## config.mk

```make
export PLATFORM = sky130hd
export DESIGN_NAME = rtbm_queue
export DESIGN_NICKNAME = d
export VERILOG_FILES = /design/src/rtl/rtbm_pkg.sv /design/src/rtl/rtbm_queue.sv
export SDC_FILE = /design/constraint.sdc
export NUM_CORES = 1
export LEC_CHECK = 0
export BUFFER_PORTS_ARGS = -buffer_cell sky130_fd_sc_hd__buf_2
export CAP_MARGIN = 20
export CORE_ASPECT_RATIO = 1.5
export CORE_MARGIN = 2
export CORE_UTILIZATION = 47
export DETAILED_ROUTE_END_ITERATION = 12
export GPL_ROUTABILITY_DRIVEN = 1
export GPL_TIMING_DRIVEN = 0
export PLACE_DENSITY = 0.76
export SETUP_SLACK_MARGIN = 0.02
export SLEW_MARGIN = 20
export SYNTH_ARGS = -nofsm -noshare
export SYNTH_HDL_FRONTEND = slang
export SYNTH_SLANG_ARGS = --single-unit
```

## constraint.sdc

```tcl
create_clock -name clk -period 6.2 [get_ports clk]
set_clock_uncertainty 0.2 [all_clocks]
set_input_delay 0 -clock clk [delete_from_list [all_inputs] [get_ports clk]]
set_output_delay 0 -clock clk [all_outputs]
set_load 0.005 [all_outputs]
```

## src/rtl/rtbm_pkg.sv

```systemverilog
`timescale 1ns / 1ps

package rtbm_pkg;

    // Table geometry
    localparam int ENTRIES    = 64;
    localparam int IDX_W      = (ENTRIES > 1) ? $clog2(ENTRIES) : 1;

    // Command queue between front and back
    localparam int FIFO_DEPTH = 2;
    localparam int FIFO_AW    = $clog2(FIFO_DEPTH);

    localparam logic [31:0] ALL_ONES = 32'hFFFF_FFFF;

    // Request opcodes
    localparam logic OP_WRITE  = 1'b0;
    localparam logic OP_LOOKUP = 1'b1;

    typedef logic [IDX_W-1:0] idx_t;

    typedef enum logic [1:0] {
        CMD_NOP,
        CMD_WRITE,
        CMD_CLEAR,
        CMD_LOOKUP
    } cmd_kind_t;

    // Classified request; key is the destination on a write, the address on a lookup
    typedef struct packed {
        cmd_kind_t   kind;
        idx_t        slot;
        logic [31:0] key;
        logic [31:0] mask;
        logic [31:0] gateway;
        logic [15:0] metric;
        logic [7:0]  intf;
    } cmd_t;

    // One stored route
    typedef struct packed {
        logic [31:0] dest;
        logic [31:0] mask;
        logic [31:0] gateway;
        logic [15:0] metric;
        logic [7:0]  intf;
    } entry_t;

    // Queue status seen by the front and the back
    typedef struct packed {
        logic full;
        logic empty;
    } fifo_status_t;

    typedef enum logic [1:0] {
        BK_IDLE,
        BK_SCAN,
        BK_DRAIN,
        BK_RESULT
    } back_state_t;

endpackage

```

## src/rtl/rtbm_queue.sv

```systemverilog
`timescale 1ns / 1ps

module rtbm_queue
(
    input  logic                   clk,
    input  logic                   rst_n,
    input  logic                   push,
    input  rtbm_pkg::cmd_t         push_cmd,
    input  logic                   pop,
    output rtbm_pkg::cmd_t         pop_cmd,
    output rtbm_pkg::fifo_status_t status
);

    rtbm_pkg::cmd_t                 slot_reg [rtbm_pkg::FIFO_DEPTH];
    logic [rtbm_pkg::FIFO_AW-1:0]   wr_ptr_reg;
    logic [rtbm_pkg::FIFO_AW-1:0]   wr_ptr_next;
    logic [rtbm_pkg::FIFO_AW-1:0]   rd_ptr_reg;
    logic [rtbm_pkg::FIFO_AW-1:0]   rd_ptr_next;
    logic [rtbm_pkg::FIFO_AW:0]     count_reg;
    logic [rtbm_pkg::FIFO_AW:0]     count_next;

    assign status.full  = (count_reg == (rtbm_pkg::FIFO_AW + 1)'(rtbm_pkg::FIFO_DEPTH));
    assign status.empty = (count_reg == '0);
    assign pop_cmd      = slot_reg[rd_ptr_reg];

    // Advance pointers and count
    always_comb
    begin
        wr_ptr_next = wr_ptr_reg;
        rd_ptr_next = rd_ptr_reg;
        count_next  = count_reg;
        if (push)
        begin
            wr_ptr_next = (wr_ptr_reg == (rtbm_pkg::FIFO_AW)'(rtbm_pkg::FIFO_DEPTH - 1)) ?
                          '0 : wr_ptr_reg + 1'b1;
        end
        if (pop)
        begin
            rd_ptr_next = (rd_ptr_reg == (rtbm_pkg::FIFO_AW)'(rtbm_pkg::FIFO_DEPTH - 1)) ?
                          '0 : rd_ptr_reg + 1'b1;
        end
        if (push && !pop)
        begin
            count_next = count_reg + 1'b1;
        end
        else if (pop && !push)
        begin
            count_next = count_reg - 1'b1;
        end
    end

    always_ff @(posedge clk or negedge rst_n)
    begin
        if (!rst_n)
        begin
            wr_ptr_reg <= '0;
            rd_ptr_reg <= '0;
            count_reg  <= '0;
        end
        else
        begin
            wr_ptr_reg <= wr_ptr_next;
            rd_ptr_reg <= rd_ptr_next;
            count_reg  <= count_next;
        end
    end

    // Store the request payload
    always_ff @(posedge clk)
    begin
        if (push)
        begin
            slot_reg[wr_ptr_reg] <= push_cmd;
        end
    end

endmodule

```

# Yosys cells after proc, flatten, opt, wreduce, memory -nomap -nowiden
# Memory sizes are Yosys's and may differ from the RTL's.
# Index checks and enable logic that the tools add are counted.
# word_totals
ff_bits	4
latchBits	0
mem_bits_rw	256
mem_bits_ro	0
in_bits	132
output_inout_bits	130
elab_cells	21
memories	1
# memory_table
memory	words	width	read_ports	rd_ports_with_merged_regs	write_ports	line	text
slot_reg	2	128	1	0	1	rtbm_queue.sv:14	rtbm_pkg::cmd_t slot_reg [rtbm_pkg::FIFO_DEPTH];
# op_classes
addsub	4
multipliers	0
n_div	0
n_lt_le_gt_ge	0
n_eq_ne	1
n_shift	0
mux	6
bitwise	0
reduce_logical	6
# ops
operator	n
1-bit 2-to-1 mux	4
2-bit 2-to-1 mux	2
1-bit adder, second input constant	2
2-bit by 1-bit adder with 2-bit output, second input constant	1
2-bit equality test, second input constant	1
1-bit logical AND	2
1-bit logical NOT	2
2-bit logical NOT	1
2-bit nonzero test	1
2-bit by 1-bit subtractor with 2-bit output, second input constant	1

# Longest topological paths before layout
# depth
depth_word	4
depth_mapped	5
depth_no_buf	5

# Worst setup path after synthesis
# No wires, ideal clock.
# synth_path
path_kind	reg-to-reg
startpoint	register wr_ptr_reg
endpoint	memory slot_reg[0][0] (netlist name), enable pin
setup_time_ns	0.632
t_arrival_ns	6.058
required_ns	5.368
slack_ns	-0.690
stages_incl_launch_ff	2
n_path_buf	0
period_less_slack_ns	6.890
path_cell_list	dfrtp_1 nor2b_1
# synth_lines
element	line	text
start: declaration	rtbm_queue.sv:15	logic [rtbm_pkg::FIFO_AW-1:0] wr_ptr_reg;
start signal: assignment	rtbm_queue.sv:62	wr_ptr_reg <= wr_ptr_next;
end: declaration	rtbm_queue.sv:14	
# No word-level cell before the write port.

# Worst setup path in the final report
# layout_path
startpoint	register wr_ptr_reg
endpoint	memory slot_reg[0][77] (netlist name), enable pin
# No word-level cell before the write port.

==> metrics.txt <==
# TYPE chip_impl_metric gauge
chip_impl_info{name="outcome",value="finished, final reports clean"} 1
chip_impl_metric{name="area_of_the_mapped_netlist",unit="um^2"} 9470
chip_impl_metric{name="post_synthesis_net_count",unit=""} 547
chip_impl_metric{name="clk_transition_reported_paths",unit="ns"} 0.07
chip_impl_metric{name="fp-row-count",unit=""} 63
chip_impl_metric{name="cts-buffers-inserted",unit=""} 23
chip_impl_info{name="timing_worst_setup_path_type",value="reg -> reg"} 1
chip_impl_metric{name="die_area",unit="um^2"} 21300
chip_impl_info{name="worst_path_dominant_cell_family",value="buffers and inverters"} 1
chip_impl_metric{name="finalMaxSlewViolations",unit=""} 0
chip_impl_metric{name="max_cap_viol_count",unit=""} 0
chip_impl_info{name="critPathLaunchType",value="flip-flop"} 1
chip_impl_metric{name="critical_path.n_buffers_inverters",unit=""} 3
chip_impl_metric{name="dpl.hpwl",unit="mm"} 13.1
chip_impl_metric{name="final.setup.tns",unit="ns"} 0
chip_impl_info{name="slowest_stage",value="sky130_fd_sc_hd__nor2b_4"} 1
chip_impl_metric{name="cts_max_path_buffers",unit=""} 3
chip_impl_info{name="critical_register_to_register_path_startpoint",value="wr_ptr_reg"} 1
chip_impl_metric{name="finalNonFillerCells",unit=""} 1117
chip_impl_metric{name="clock_sinks",unit=""} 260
chip_impl_info{name="r2r-end",value="slot_reg[0][77]"} 1
chip_impl_metric{name="final_min_period_over_clock_period",unit=""} 0.360
chip_impl_metric{name="dr_total_vias",unit=""} 5483
chip_impl_metric{name="ff2ff_setup_slack",unit="ns"} 3.97
chip_impl_metric{name="fmax",unit="MHz"} 447
chip_impl_metric{name="number_of_synthesized_flops_with_an_enable_pin",unit=""} 256
chip_impl_info{name="synth.most_common_cell",value="sky130_fd_sc_hd__edfxtp_1"} 1
chip_impl_metric{name="fillers",unit=""} 1276
chip_impl_metric{name="total_leakage_power",unit="uW"} 0.00507
chip_impl_metric{name="timing_worst_slew_pin_value",unit="ns"} 0.823
chip_impl_metric{name="clkPwrFrac",unit=""} 0.247
chip_impl_metric{name="internal_power_summed_over_all_cells",unit="uW"} 3900
chip_impl_metric{name="timing.slew.headroom",unit=""} 0.451
chip_impl_metric{name="postRouteAntennaNets",unit=""} 0
chip_impl_metric{name="port_buffers",unit=""} 261
chip_impl_info{name="whs_endpoint",value="slot_reg[0][41]"} 1
chip_impl_metric{name="p_sw_frac",unit=""} 0.270
chip_impl_metric{name="floorplan.initialDensity",unit=""} 0.478
chip_impl_metric{name="yosys.area.top_type_share",unit=""} 0.812
chip_impl_metric{name="chip_width",unit="um"} 120
chip_impl_metric{name="avgViaCountPerCell",unit=""} 4.91
chip_impl_metric{name="first_global_vias",unit=""} 6073
chip_impl_info{name="rsz_0062_raised_after_global_routing",value="false"} 1
chip_impl_metric{name="syn_area_per_cell",unit="um^2"} 22.9
chip_impl_metric{name="yosysSeqAreaShare",unit=""} 0.823
chip_impl_metric{name="power.combinational.fraction",unit=""} 0.299
chip_impl_metric{name="power_density",unit="nW/um^2"} 402
chip_impl_info{name="hold_path.startpoint",value="push_cmd[41]"} 1
chip_impl_metric{name="post_route_cells_drive_above_1_share",unit=""} 0.518
chip_impl_info{name="cts_tree",value="built"} 1
chip_impl_metric{name="dieHeight",unit="um"} 178
chip_impl_metric{name="syn2layout_area_growth",unit="%"} 40.4
chip_impl_metric{name="min_period",unit="ns"} 2.23
chip_impl_info{name="netlist_top_cells_area",value="sky130_fd_sc_hd__edfxtp_1, sky130_fd_sc_hd__mux2_2, sky130_fd_sc_hd__buf_6, sky130_fd_sc_hd__dfrtp_1, sky130_fd_sc_hd__xor2_1"} 1
chip_impl_metric{name="worst-r2r-cell-count",unit=""} 4
chip_impl_metric{name="wl_per_cell",unit="um"} 18.7
chip_impl_metric{name="synthDistinctLibCells",unit=""} 12
chip_impl_metric{name="setup_viol",unit=""} 0
chip_impl_info{name="setup.worst_path.end_class",value="flip-flop"} 1
chip_impl_metric{name="postRouteWirelength",unit="mm"} 20.9
chip_impl_metric{name="htree_levels",unit=""} 1
chip_impl_metric{name="grt_pass1_wl",unit="mm"} 31.0
chip_impl_metric{name="crit_required",unit="ns"} 6.20
chip_impl_metric{name="number_of_warnings_printed_during_yosys_synthesis",unit=""} 0
chip_impl_metric{name="nets",unit=""} 973
chip_impl_metric{name="synth_async_sr_flop_share",unit=""} 0.0154
chip_impl_metric{name="hold-path-cell-count",unit=""} 2
chip_impl_metric{name="switching_power",unit="uW"} 1440
chip_impl_metric{name="gp_congestion",unit=""} 0.721
chip_impl_metric{name="largest_register_ffs",unit=""} 256
chip_impl_metric{name="ys_ff_latch",unit=""} 260
chip_impl_metric{name="top_level_ports",unit=""} 262
chip_impl_metric{name="worstSkewPairLatency",unit="ns"} 0.50
chip_impl_metric{name="grt_antenna_before_repair",unit=""} 1
chip_impl_info{name="critical_path_cell_by_cell",value="nor2b_4, buf_16, buf_12, buf_16"} 1
chip_impl_info{name="predominant_post_synthesis_flop_cell",value="sky130_fd_sc_hd__edfxtp_1"} 1
chip_impl_metric{name="place_inst",unit=""} 942
chip_impl_metric{name="critical_path_arrival",unit="ns"} 2.24
chip_impl_metric{name="delay_of_the_slowest_cell_on_the_worst_path",unit="ns"} 0.62
chip_impl_metric{name="drc_errors",unit=""} 0
chip_impl_metric{name="power.ir.vdd_worst",unit="mV"} 0.272
chip_impl_info{name="cts_root_buffer",value="sky130_fd_sc_hd__clkbuf_16"} 1
chip_impl_info{name="post_synth_top_area_cell",value="sky130_fd_sc_hd__edfxtp_1"} 1
chip_impl_metric{name="first_pass_iters",unit=""} 4
chip_impl_metric{name="seq_power_share",unit=""} 0.453
chip_impl_metric{name="initialDrtViolationCount",unit=""} 276
chip_impl_metric{name="gr_util_all_layers",unit=""} 0.188
chip_impl_metric{name="postSynthCellCount",unit=""} 414
chip_impl_metric{name="grt_start_max_net_pins",unit=""} 56
chip_impl_info{name="hp-class",value="in -> reg"} 1
chip_impl_info{name="yosys-top-cells-count",value="sky130_fd_sc_hd__edfxtp_1, sky130_fd_sc_hd__mux2_2, sky130_fd_sc_hd__buf_6"} 1
chip_impl_metric{name="design.core.area",unit="um^2"} 19800
chip_impl_info{name="most_common_cell_type_on_the_critical_path",value="sky130_fd_sc_hd__buf_16"} 1
chip_impl_metric{name="critical_path_fanouts_max",unit=""} 25
chip_impl_metric{name="grt_remaining_overflow",unit=""} 0
chip_impl_metric{name="final_hold_viol_count",unit=""} 0
==> stage by stage <==
step	cell area (um^2)	utilization	hold slack (ns)	worst slack, ns	total power, uW
6_report	13300	0.672	0.0234	3.97	5340
5_1_grt	13300	0.672	0.0116	3.89	5570
4_1_cts	13300	0.672	0.00157	3.95	5360
3_5_place_dp	11300	0.570	-0.392	3.97	3970
3_3_place_gp	11100	0.561	-0.397	0.387	3910
2_1_floorplan	9470	-	-0.496	1.82	3330
==> routing by layer <==
layer,GRT usage,part of all wire,vias to the layer above
li1,-,-,2507
met1,0.191,0.34,2691
met2,0.365,0.56,221
met3,0.0386,0.055,64
met4,0.0868,0.046,0
met5,0,0,-
==> placed cells by master, fill, tap and decap left out, drive strengths merged <==
cell type	n
and2	1
buf	282
bufinv	1
clkbuf	27
clkinv	10
clkinvlp	2
dfrtp	4
diode	1
dlygate4sd3	133
edfxtp	256
ha	1
inv	2
mux2	128
nor2	2
nor2b	2
xnor2	1
xor2	4
==> cells by family after synthesis <==
kind of cell | after synthesis | share of synthesized area
DFF | 260 | 0.823
muxes | 128 | 0.152
buffers and inverters | 15 | 0.0164
xor gates and xnor gates | 5 | 0.00463
and+or+nand+nor | 5 | 0.00278
adders and majority gates | 1 | 0.00132
==> worst max-delay path by stage <==
stage	startpoint	end	slack (ns)	cells after the start
after floorplan	wr_ptr_reg	slot_reg[0][0]	1.82	1
after global placement	wr_ptr_reg	slot_reg[0][62]	0.39	1
after global routing	wr_ptr_reg	slot_reg[0][109]	3.89	4
after CTS	wr_ptr_reg	slot_reg[0][69]	3.95	4
after detailed placement	wr_ptr_reg	slot_reg[0][69]	3.97	4
final	wr_ptr_reg	slot_reg[0][77]	3.97	4
==> final cells by class <==
cell class                 count  area (um^2)  area share
sequential                   260         7790       0.586
timing repair buffer         401         2800       0.211
multi-input combinational    139         1530       0.115
clock buffer                  27          591      0.0444
tap                          260          325      0.0245
buffer                        14          151      0.0114
clock inverter                14         96.3     0.00725
inverter                       1         3.75    0.000282
antenna                        1         2.50    0.000188
==> worst register-to-register path: cells and delay by family (launching register included) <==
family                 cells  cell delay (ns)
buffers and inverters      3             0.68
flip-flops                 1             0.43
AND/OR/NAND/NOR            1             0.62
==> power groups by stage <==
stage | clock, uW | sequential [uW] | combinational, uW
after floorplan | 0 | 2460 | 867
after global placement | 0 | 2490 | 1410
after detailed placement | 0 | 2450 | 1520
after CTS | 1340 | 2420 | 1600
after global routing | 1410 | 2440 | 1710
final | 1320 | 2420 | 1600
==> repair_timing <==
| action | CTS | global route |
|---|---|---|
| setup buffers | 0 | 0 |
| endpoints found under the hold margin | 280 | 0 |
| hold buffers | 133 | 0 |
| gates resized for setup | 0 | 0 |
Power figures use the tool's default switching activity.
