<file path="src/rtl/rtbm_pkg.sv">
`timescale 1ns / 1ps

package rtbm_pkg;

    // Table geometry
    localparam int ENTRIES    = 64;
    localparam int IDX_W      = (ENTRIES > 1) ? $clog2(ENTRIES) : 1;

    // Command queue between front and back
    localparam int FIFO_DEPTH = 2;
    localparam int FIFO_AW    = $clog2(FIFO_DEPTH);

    localparam logic [31:0] ALL_ONES = 32'hFFFF_FFFF;

    // Request opcodes
    localparam logic OP_WRITE  = 1'b0;
    localparam logic OP_LOOKUP = 1'b1;

    typedef logic [IDX_W-1:0] idx_t;

    typedef enum logic [1:0] {
        CMD_NOP,
        CMD_WRITE,
        CMD_CLEAR,
        CMD_LOOKUP
    } cmd_kind_t;

    // Classified request; key is the destination on a write, the address on a lookup
    typedef struct packed {
        cmd_kind_t   kind;
        idx_t        slot;
        logic [31:0] key;
        logic [31:0] mask;
        logic [31:0] gateway;
        logic [15:0] metric;
        logic [7:0]  intf;
    } cmd_t;

    // One stored route
    typedef struct packed {
        logic [31:0] dest;
        logic [31:0] mask;
        logic [31:0] gateway;
        logic [15:0] metric;
        logic [7:0]  intf;
    } entry_t;

    // Queue status seen by the front and the back
    typedef struct packed {
        logic full;
        logic empty;
    } fifo_status_t;

    typedef enum logic [1:0] {
        BK_IDLE,
        BK_SCAN,
        BK_DRAIN,
        BK_RESULT
    } back_state_t;

endpackage

</file>
<file path="src/rtl/rtbm_front.sv">
`timescale 1ns / 1ps

module rtbm_front
(
    input  logic                  in_valid,
    output logic                  in_stall,
    input  logic                  opcode,
    input  logic [5:0]            entry_index,
    input  logic                  entry_valid,
    input  logic [31:0]           route_dest,
    input  logic [31:0]           route_mask,
    input  logic [31:0]           route_gateway,
    input  logic [15:0]           route_metric,
    input  logic [7:0]            route_interface,
    input  logic [31:0]           lookup_address,
    input  rtbm_pkg::fifo_status_t q_status,
    output logic                  push,
    output rtbm_pkg::cmd_t        push_cmd
);

    logic slot_in_range;

    assign slot_in_range = ({26'd0, entry_index} < 32'(rtbm_pkg::ENTRIES));

    // Hold the request while the queue is full
    assign in_stall = q_status.full;
    assign push     = in_valid && !q_status.full;

    // Classify the request and normalize the gateway
    always_comb
    begin
        push_cmd         = '0;
        push_cmd.slot    = rtbm_pkg::idx_t'(entry_index);
        push_cmd.mask    = route_mask;
        push_cmd.metric  = route_metric;
        push_cmd.intf    = route_interface;
        push_cmd.gateway = (route_gateway == rtbm_pkg::ALL_ONES) ? 32'd0 : route_gateway;
        if (opcode == rtbm_pkg::OP_LOOKUP)
        begin
            push_cmd.kind = rtbm_pkg::CMD_LOOKUP;
            push_cmd.key  = lookup_address;
        end
        else
        begin
            push_cmd.key = route_dest;
            if (!slot_in_range)
            begin
                push_cmd.kind = rtbm_pkg::CMD_NOP;
            end
            else if (entry_valid)
            begin
                push_cmd.kind = rtbm_pkg::CMD_WRITE;
            end
            else
            begin
                push_cmd.kind = rtbm_pkg::CMD_CLEAR;
            end
        end
    end

endmodule

</file>
<file path="config.mk">
export PLATFORM = sky130hd
export DESIGN_NAME = rtbm_front
export DESIGN_NICKNAME = d
export VERILOG_FILES = /design/src/rtl/rtbm_pkg.sv /design/src/rtl/rtbm_front.sv
export SDC_FILE = /design/constraint.sdc
export NUM_CORES = 1
export LEC_CHECK = 0
export ABC_AREA = 1
export BUFFER_PORTS_ARGS = -buffer_cell sky130_fd_sc_hd__buf_2
export CAP_MARGIN = 10
export CORE_AREA = 4 4 112 114
export DETAILED_ROUTE_END_ITERATION = 7
export DIE_AREA = 0 0 116 118
export PLACE_DENSITY = 0.46
export SLEW_MARGIN = 20
export SYNTH_ARGS = -nofsm -noshare
export SYNTH_HDL_FRONTEND = slang
export SYNTH_SLANG_ARGS = --single-unit
</file>
<file path="constraint.sdc">
create_clock -name vclk -period 1
set_input_delay 0.15 -clock vclk [all_inputs]
set_output_delay 0.15 -clock vclk [all_outputs]
set_load 0.005 [all_outputs]
</file>
After elaboration in Yosys (flattened, before gate mapping)
Cells that the tools add are included.
Word-level totals
  output and inout port bits: 130
  register bits after elaboration: 0
  input port bits: 163
Cells by class
  reduce and logical (&&, ||, !) cells: 2
  muxes and demuxes: 4
  equal/unequal tests: 1
Operators by type and width (number)
  $mux W32: 2
  $eq A32 B32 Y1 const B: 1
  $mux W2: 2
  $logic_and A1 B1 Y1: 1
  $logic_not A1 Y1: 1

Longest topological paths before layout
Gate-level depths: netlist of run 1.
  word-level depth: 2
  depth in mapped cells: 6
  gate-level depth less buffers: 5

Least setup slack after synthesis of run 1
No wires, ideal clock.
  kind: input-to-output
  start point: in route_gateway[1]
  end point: out push_cmd[35] in the netlist's numbering
  cell stages on the path: 6
  path slack: 0.066 ns
  buffers on the path: 1
  data arrival time: 0.784 ns
  required time: 0.850 ns
  path through: nand2_1 nor2_1 nand2_1 nor2_2 buf_2 a21oi_1
RTL lines
  start, declared: line rtbm_front.sv:12  | input logic [31:0] route_gateway,
  end, declared: line rtbm_front.sv:18  | output rtbm_pkg::cmd_t push_cmd

==> summary.md, run 1 <==
The run finished, with violations left. The tools report the proportion of power drawn by combinational gates as 1.000. The sequential share of the synthesized area came out at 0. The fraction of power consumed by sequential logic was 0. The proportion of layout cells with a drive suffix above 1 works out to 0.6250. The worst hold path begins at route_metric[6]. Kind of launch point of the worst setup path: an input pin. For the count of antenna-violating nets left after detailed routing, the log shows 0. For the standard cell core area, the log shows 0.01142 mm^2.

The switching power is 359.8 uW. The tools report the via count of the first global-routing pass as 1813. The tools report the type of destination of the critical path as a primary output. The multi-input gate area in the final layout came out at 842.1 um^2. Setup violations remaining at the end of the flow were counted as 32. The power density over cell area was 335.9 mW/mm^2. The final core utilization was 0.2174; the number of buffer cells added on primary ports was 168. The routability-driven placement congestion ratio is 0.7712. The run gives 0 as the number of synthesis warnings. After the flow finishes, the layout carries non-filler instances totaling 527.

The first-pass iteration count of the detailed router was 4; the number of primary I/O pins was 293. The run gives 434 as the synthesized net count. The post-synthesis cell count is 271. The endpoint with the worst hold slack is push_cmd[14]. The final reports fail on negative setup slack. The logs give 518 for the post-placement cell count and 0 for the sequential cell count. The top-area cell type share of the netlist area is 0.3800. Derived from the worst setup path, the maximum achievable clock frequency is 789.4 MHz.

Portion of the clock cycle consumed by the worst path in the final layout: 1.267. A synthesized cell averages 4.885 um^2. The tools report the number of DRC violations after detailed-routing iteration 0 as 85. The number of endpoints with negative hold slack in the final report was 0; the number of distinct standard cells referenced by the synthesized netlist was 9.

The design draws 833.8 uW. Leaving out fill and tap cells, the most frequent cell in the layout is sky130_fd_sc_hd__buf_2. For the pin with the worst max-slew slack, the measured transition is 0.2549 ns. Data on the critical path is required at its endpoint by 0.85 ns. The run gives 0 as the initial antenna violation count. Dividing the detail-routed wire length by the instance count gives 12.76 um. The effective utilization at floorplan was 0.1159. Compared with the post-synthesis result, the final layout area differs by 87.52%. Detailed placement finished with a half-perimeter wire length of 4772 um.

For the sum of routed wire length over all layers, the log shows 6724 um. The synthesized area was 0.001324 mm^2. The dominant cell type by area after synthesis was sky130_fd_sc_hd__buf_4. The tools report the post-layout worst setup margin as -0.2669 ns. STA puts the critical path data arrival time at 1.12 ns. The run gives 549 as the net count of the finished layout. 0 antenna diodes ended up in the layout. The floorplan has 39 rows. Internal power comes to 474.0 uW. By area the synthesized netlist is led by sky130_fd_sc_hd__buf_4, sky130_fd_sc_hd__nand2_1, sky130_fd_sc_hd__a21oi_1. The die is 116 um wide.

The maximum VDD drop is 0.1791 mV, and the overflow left after global routing is 0. For this run, design rule violations remaining after detail routing come to 0. The via-per-instance ratio came out at 3.744. Fill cells in the final layout number 1345. The clock buffers instantiated in the layout total 0. The count of final max-slew check failures is 0. The static power due to leakage is 0.001462 uW. The tightest min-delay check is of the in -> out type. The tools report the total global routing track utilization as 0.07687. The number of violations of the max-capacitance limit is 0, and the switching power as a share of total power is 0.4315. For the minimum setup slack after placement, the log shows -0.1924 ns. The run gives 33 as the pin count of the biggest net entering global routing. Setup repair after global routing could not meet its margin everywhere.

The library cells used most frequently in the layout, excluding fill and tap cells, are sky130_fd_sc_hd__buf_2, sky130_fd_sc_hd__nand2_1, sky130_fd_sc_hd__inv_1. Registers take 0 um^2. The height of the die is 118 um, and the worst-path maximum fanout is 8. Counting instances, the worst hold path has a depth of 0. For the max-slew headroom at the worst pin, the log shows 0.8297.

The floorplan step defined a die boundary enclosing 0.01369 mm^2. The worst path needs 1.267 ns of the cycle, external delays included. The startpoint-to-endpoint class of the critical path was in -> out.

The tools report the wire length of the first global-routing pass as 8921 um. Across all layers, the routed design uses 1973 vias. Relative contribution of the clock network to total power: 0.
-- worst max-delay path, stage by stage --
cell and delay [ns]:
sky130_fd_sc_hd__buf_6 0.07, sky130_fd_sc_hd__nand2_2 0.04, sky130_fd_sc_hd__nor2_2 0.12, sky130_fd_sc_hd__nand2_2 0.07, sky130_fd_sc_hd__nor2_4 0.24, sky130_fd_sc_hd__clkbuf_16 0.22
sky130_fd_sc_hd__a21oi_2 0.05, sky130_fd_sc_hd__buf_2 0.13
-- routing by layer --
layer | up-vias | GRT usage | part of all wire | wire, um
li1 | 972 | - | - | -
met1 | 893 | 0.08694 | 0.37 | 2482
met2 | 76 | 0.1371 | 0.53 | 3553
met3 | 32 | 0.01697 | 0.067 | 452
met4 | 0 | 0.03046 | 0.035 | 235
met5 | - | 0 | 0 | 0
-- worst max path at each step --
stage / slack (ns) / cells after the start / end / start
after floorplan: 0.07 / 6 / push_cmd[35] / route_gateway[1]
after global placement: -0.21 / 8 / push_cmd[46] / route_gateway[1]
after detailed placement: -0.19 / 8 / push_cmd[29] / route_gateway[1]
after CTS: -0.19 / 8 / push_cmd[37] / route_gateway[25]
after global routing: -0.34 / 8 / push_cmd[36] / route_gateway[18]
final: -0.27 / 8 / push_cmd[36] / route_gateway[27]
-- cell usage after synthesis, drive strengths merged --
| cell type | instances |
|---|---|
| nand2 | 117 |
| buf | 73 |
| inv | 34 |
| a21oi | 32 |
| nor2 | 11 |
| clkbuf | 3 |
| or2 | 1 |
-- final cells by class --
type | count | share of cell area
Timing Repair Buffer | 189 | 0.5343
Multi-Input combinational cell | 161 | 0.3392
Tap cell | 143 | 0.07208
Inverter | 34 | 0.05444
-- per-stage QoR --
stage,cell area (um^2),TNS (ns),hold slack [ns]
after global placement,1927,-6.771,0.3000
after floorplan,1324,0,0.3311
after CTS,2153,-5.941,0.3000
final,2482,-7.620,0.3000
after detailed placement,1927,-6.020,0.3000
after global routing,2482,-9.702,0.3000
-- power groups by stage --
stage / clock network, uW / registers (uW) / logic, uW
global placement: 0 / 0 / 672
CTS: 0 / 0 / 734
detailed placement: 0 / 0 / 672
floorplan: 0 / 0 / 439
finish: 0 / 0 / 834
global route: 0 / 0 / 919
-- logic make-up after synthesis --
group | Yosys count | share of synthesized area
buffers and inverters | 110 | 0.5076
AND/OR/NAND/NOR | 129 | 0.3715
AO/OA/AOI/OAI | 32 | 0.1210
-- timing repair --
action                                  in CTS  in global routing
setup buffers                                2                  0
hold buffers                                 0                  0
cloned                                       3                  5
gates resized for setup                     32                 60
endpoints found under the setup margin      39                 42
pin swaps                                   17                 18
Power figures use the tool's default switching activity.
==> inputs of run 2 (changes only) <==
Settings changed: SKIP_LAST_GASP from default to 1.
==> run 2 against run 1 <==
Compared with the run above: critical endpoint unchanged; the run still ends with negative setup slack left; cell area fell by 0.15%; via count fell by 0.51%; global-route usage did not move; worst hold slack did not move; final cell count did not move; core utilization barely moved; first-iteration DRC count rose by 4.7%; critical path depth did not move.
==> summary.md, run 2 (synthesis gave the netlist of run 1 again) <==
Top library cells by usage in the layout, fill and taps aside: sky130_fd_sc_hd__buf_2, sky130_fd_sc_hd__nand2_1, sky130_fd_sc_hd__inv_1 (unchanged). The data required time at the worst endpoint was 0.85 ns (about the same). The run gives 293 (unchanged) as the number of primary I/O pins. The slew at the pin closest to its max-slew limit was 0.2548 ns (was 0.2549 ns); the via count of the first global-routing pass was 1813 (unchanged).

The path type of the worst min-delay path was in -> out (unchanged). The logs give 0.7712 (unchanged) for the routability-driven placement congestion ratio and 0.07687 (unchanged) for the total global routing track utilization. Static power due to leakage: 0.001462 uW (about the same).

The first-pass iteration count of the detailed router was 4 (unchanged). Overall die width: 116 um (unchanged). The power density over cell area is 336.1 mW/mm^2 (was 335.9 mW/mm^2). Type of destination of the critical path: a primary output (unchanged). The maximum VDD drop is 0.1791 mV (unchanged), and the clock buffer count is 0 (unchanged).

The logs give 0 (unchanged) for the initial antenna violation count and -0.2667 ns (was -0.2669 ns) for the post-layout worst setup margin. The start point of the worst hold path was route_metric[6] (unchanged). The routed wire length per instance works out to 12.80 um (was 12.76 um). The tools report the number of vias in the routed layout as 1963 (was 1973). The design internal power was 473.6 uW (was 474.0 uW); the summed negative setup slack over all endpoints was -7.679 ns (was -7.620 ns). The number of core rows came out at 39 (unchanged). The startpoint-to-endpoint class of the critical path is in -> out (unchanged).

Height of the die: 118 um (unchanged). Number of buffer cells added on primary ports: 168 (unchanged). The worst setup path startpoint is route_gateway[27] (unchanged). The run gives 4772 um (unchanged) as the estimated wirelength of the detail-placed design. The effective utilization at floorplan is 0.1159 (unchanged), and the sequential cell count is 0 (unchanged). Storage element area: 0 um^2 (unchanged). The proportion of power drawn by combinational gates is 1.000 (about the same). The tools report the area after detailed placement as 0.001927 mm^2 (unchanged). The final critical delay including setup and external delays is 1.267 ns (about the same). Wire length of the first global-routing pass: 8921 um (unchanged). The tools report the switching power as 359.4 uW (was 359.8 uW). The proportion of layout cells with a drive suffix above 1 works out to 0.6224 (was 0.6250). The standard cell core area is 0.01142 mm^2 (unchanged). For the worst hold margin, the log shows 0.3000 ns (unchanged).

Portion of the clock cycle consumed by the worst path in the final layout: 1.267 (about the same). Setup repair after global routing could not meet its margin everywhere. Relative contribution of the clock network to total power: 0 (about the same). The commonest non-fill, non-tap cell in the layout was sky130_fd_sc_hd__buf_2 (unchanged). Failing checks: negative setup slack (unchanged). For the sum of routed wire length over all layers, the log shows 6743 um (was 6724 um).

Switching power as a share of total power: 0.4314 (was 0.4315). Highest clock frequency the design can meet: 789.4 MHz (about the same). The kind of launch point of the worst setup path is an input pin (unchanged). The total power after layout is 833.0 uW (was 833.8 uW), and the final core utilization is 0.2171 (was 0.2174). The number of DRC violations after detailed-routing iteration 0 is 89 (was 85), and the max-slew headroom at the worst pin is 0.8297 (about the same).

For the number of violations of the max-capacitance limit, the log shows 0 (unchanged). The tools report the number of diodes added for antenna fixing as 0 (unchanged). The run finished, with violations left. The number of endpoints with negative hold slack in the final report is 0 (unchanged), and the final design instance area without fill is 0.002479 mm^2 (was 0.002482 mm^2). For the net count of the finished layout, the log shows 549 (unchanged).

The worst-path maximum fanout was 8 (unchanged); the area growth from synthesis to layout was 87.24% (was 87.52%). The via-per-instance ratio is 3.725 (was 3.744), and the number of design rule violations left after detail routing is 0 (unchanged). The run gives 0 (unchanged) as the count of final max-slew check failures. The count of antenna-violating nets left after detailed routing came out at 0 (unchanged). The pin count of the biggest net entering global routing is 33 (unchanged). The arrival time of data at the critical path endpoint was 1.12 ns (about the same); the final count of negative-setup-slack endpoints was 32 (unchanged).

The run gives 0 (unchanged) as the overflow left after global routing. The fraction of power consumed by sequential logic came out at 0 (about the same). The overall die area came out at 0.01369 mm^2 (unchanged).
run 2: metrics by stage:
| stage | setup slack (ns) | std cells |
|---|---|---|
| floorplan | 0.06588 | 271 |
| global placement | -0.2141 | 518 |
| detailed placement | -0.1924 | 518 |
| CTS | -0.1917 | 523 |
| global route | -0.3366 | 527 |
| finish | -0.2667 | 527 |
run 2: layer usage:
metal | vias to the layer above | global-route usage | share of wire
met5 | - | 0 | 0
met4 | 0 | 0.03046 | 0.034
met3 | 30 | 0.01697 | 0.066
met2 | 74 | 0.1371 | 0.53
met1 | 888 | 0.08694 | 0.37
li1 | 971 | - | -
run 2: layout make-up:
class	count	area, um^2
Fill cell	1347	8940
Timing Repair Buffer	189	1326
Multi-Input combinational cell	161	838.3
Tap cell	143	178.9
Inverter	34	135.1
run 2: what timing repair did:
action | CTS | global route
endpoints found under the setup margin | 39 | 58
buffers inserted | 2 | 0
gates resized for setup | 31 | 60
pin swaps | 17 | 18
gates cloned | 3 | 5
hold buffers | 0 | 0
run 2: worst paths after layout:
| check | cells past startpoint | slack, ns | end |
|---|---|---|---|
| hold / removal | 0 | 0.30 | push_cmd[14] |
| setup / recovery | 8 | -0.27 | push_cmd[36] |
run 2: power by group through the flow:
stage	clock network (uW)	registers (uW)	logic [uW]
after floorplan	0	0	439
after global placement	0	0	672
after detailed placement	0	0	672
after CTS	0	0	732
after global routing	0	0	919
final	0	0	833
run 2: worst max-delay path, stage by stage:
cell and delay [ns]:
sky130_fd_sc_hd__buf_6 0.07, sky130_fd_sc_hd__nand2_2 0.04, sky130_fd_sc_hd__nor2_2 0.12, sky130_fd_sc_hd__nand2_2 0.07, sky130_fd_sc_hd__nor2_4 0.24, sky130_fd_sc_hd__clkbuf_16 0.23, sky130_fd_sc_hd__a21oi_2 0.05, sky130_fd_sc_hd__buf_2 0.13
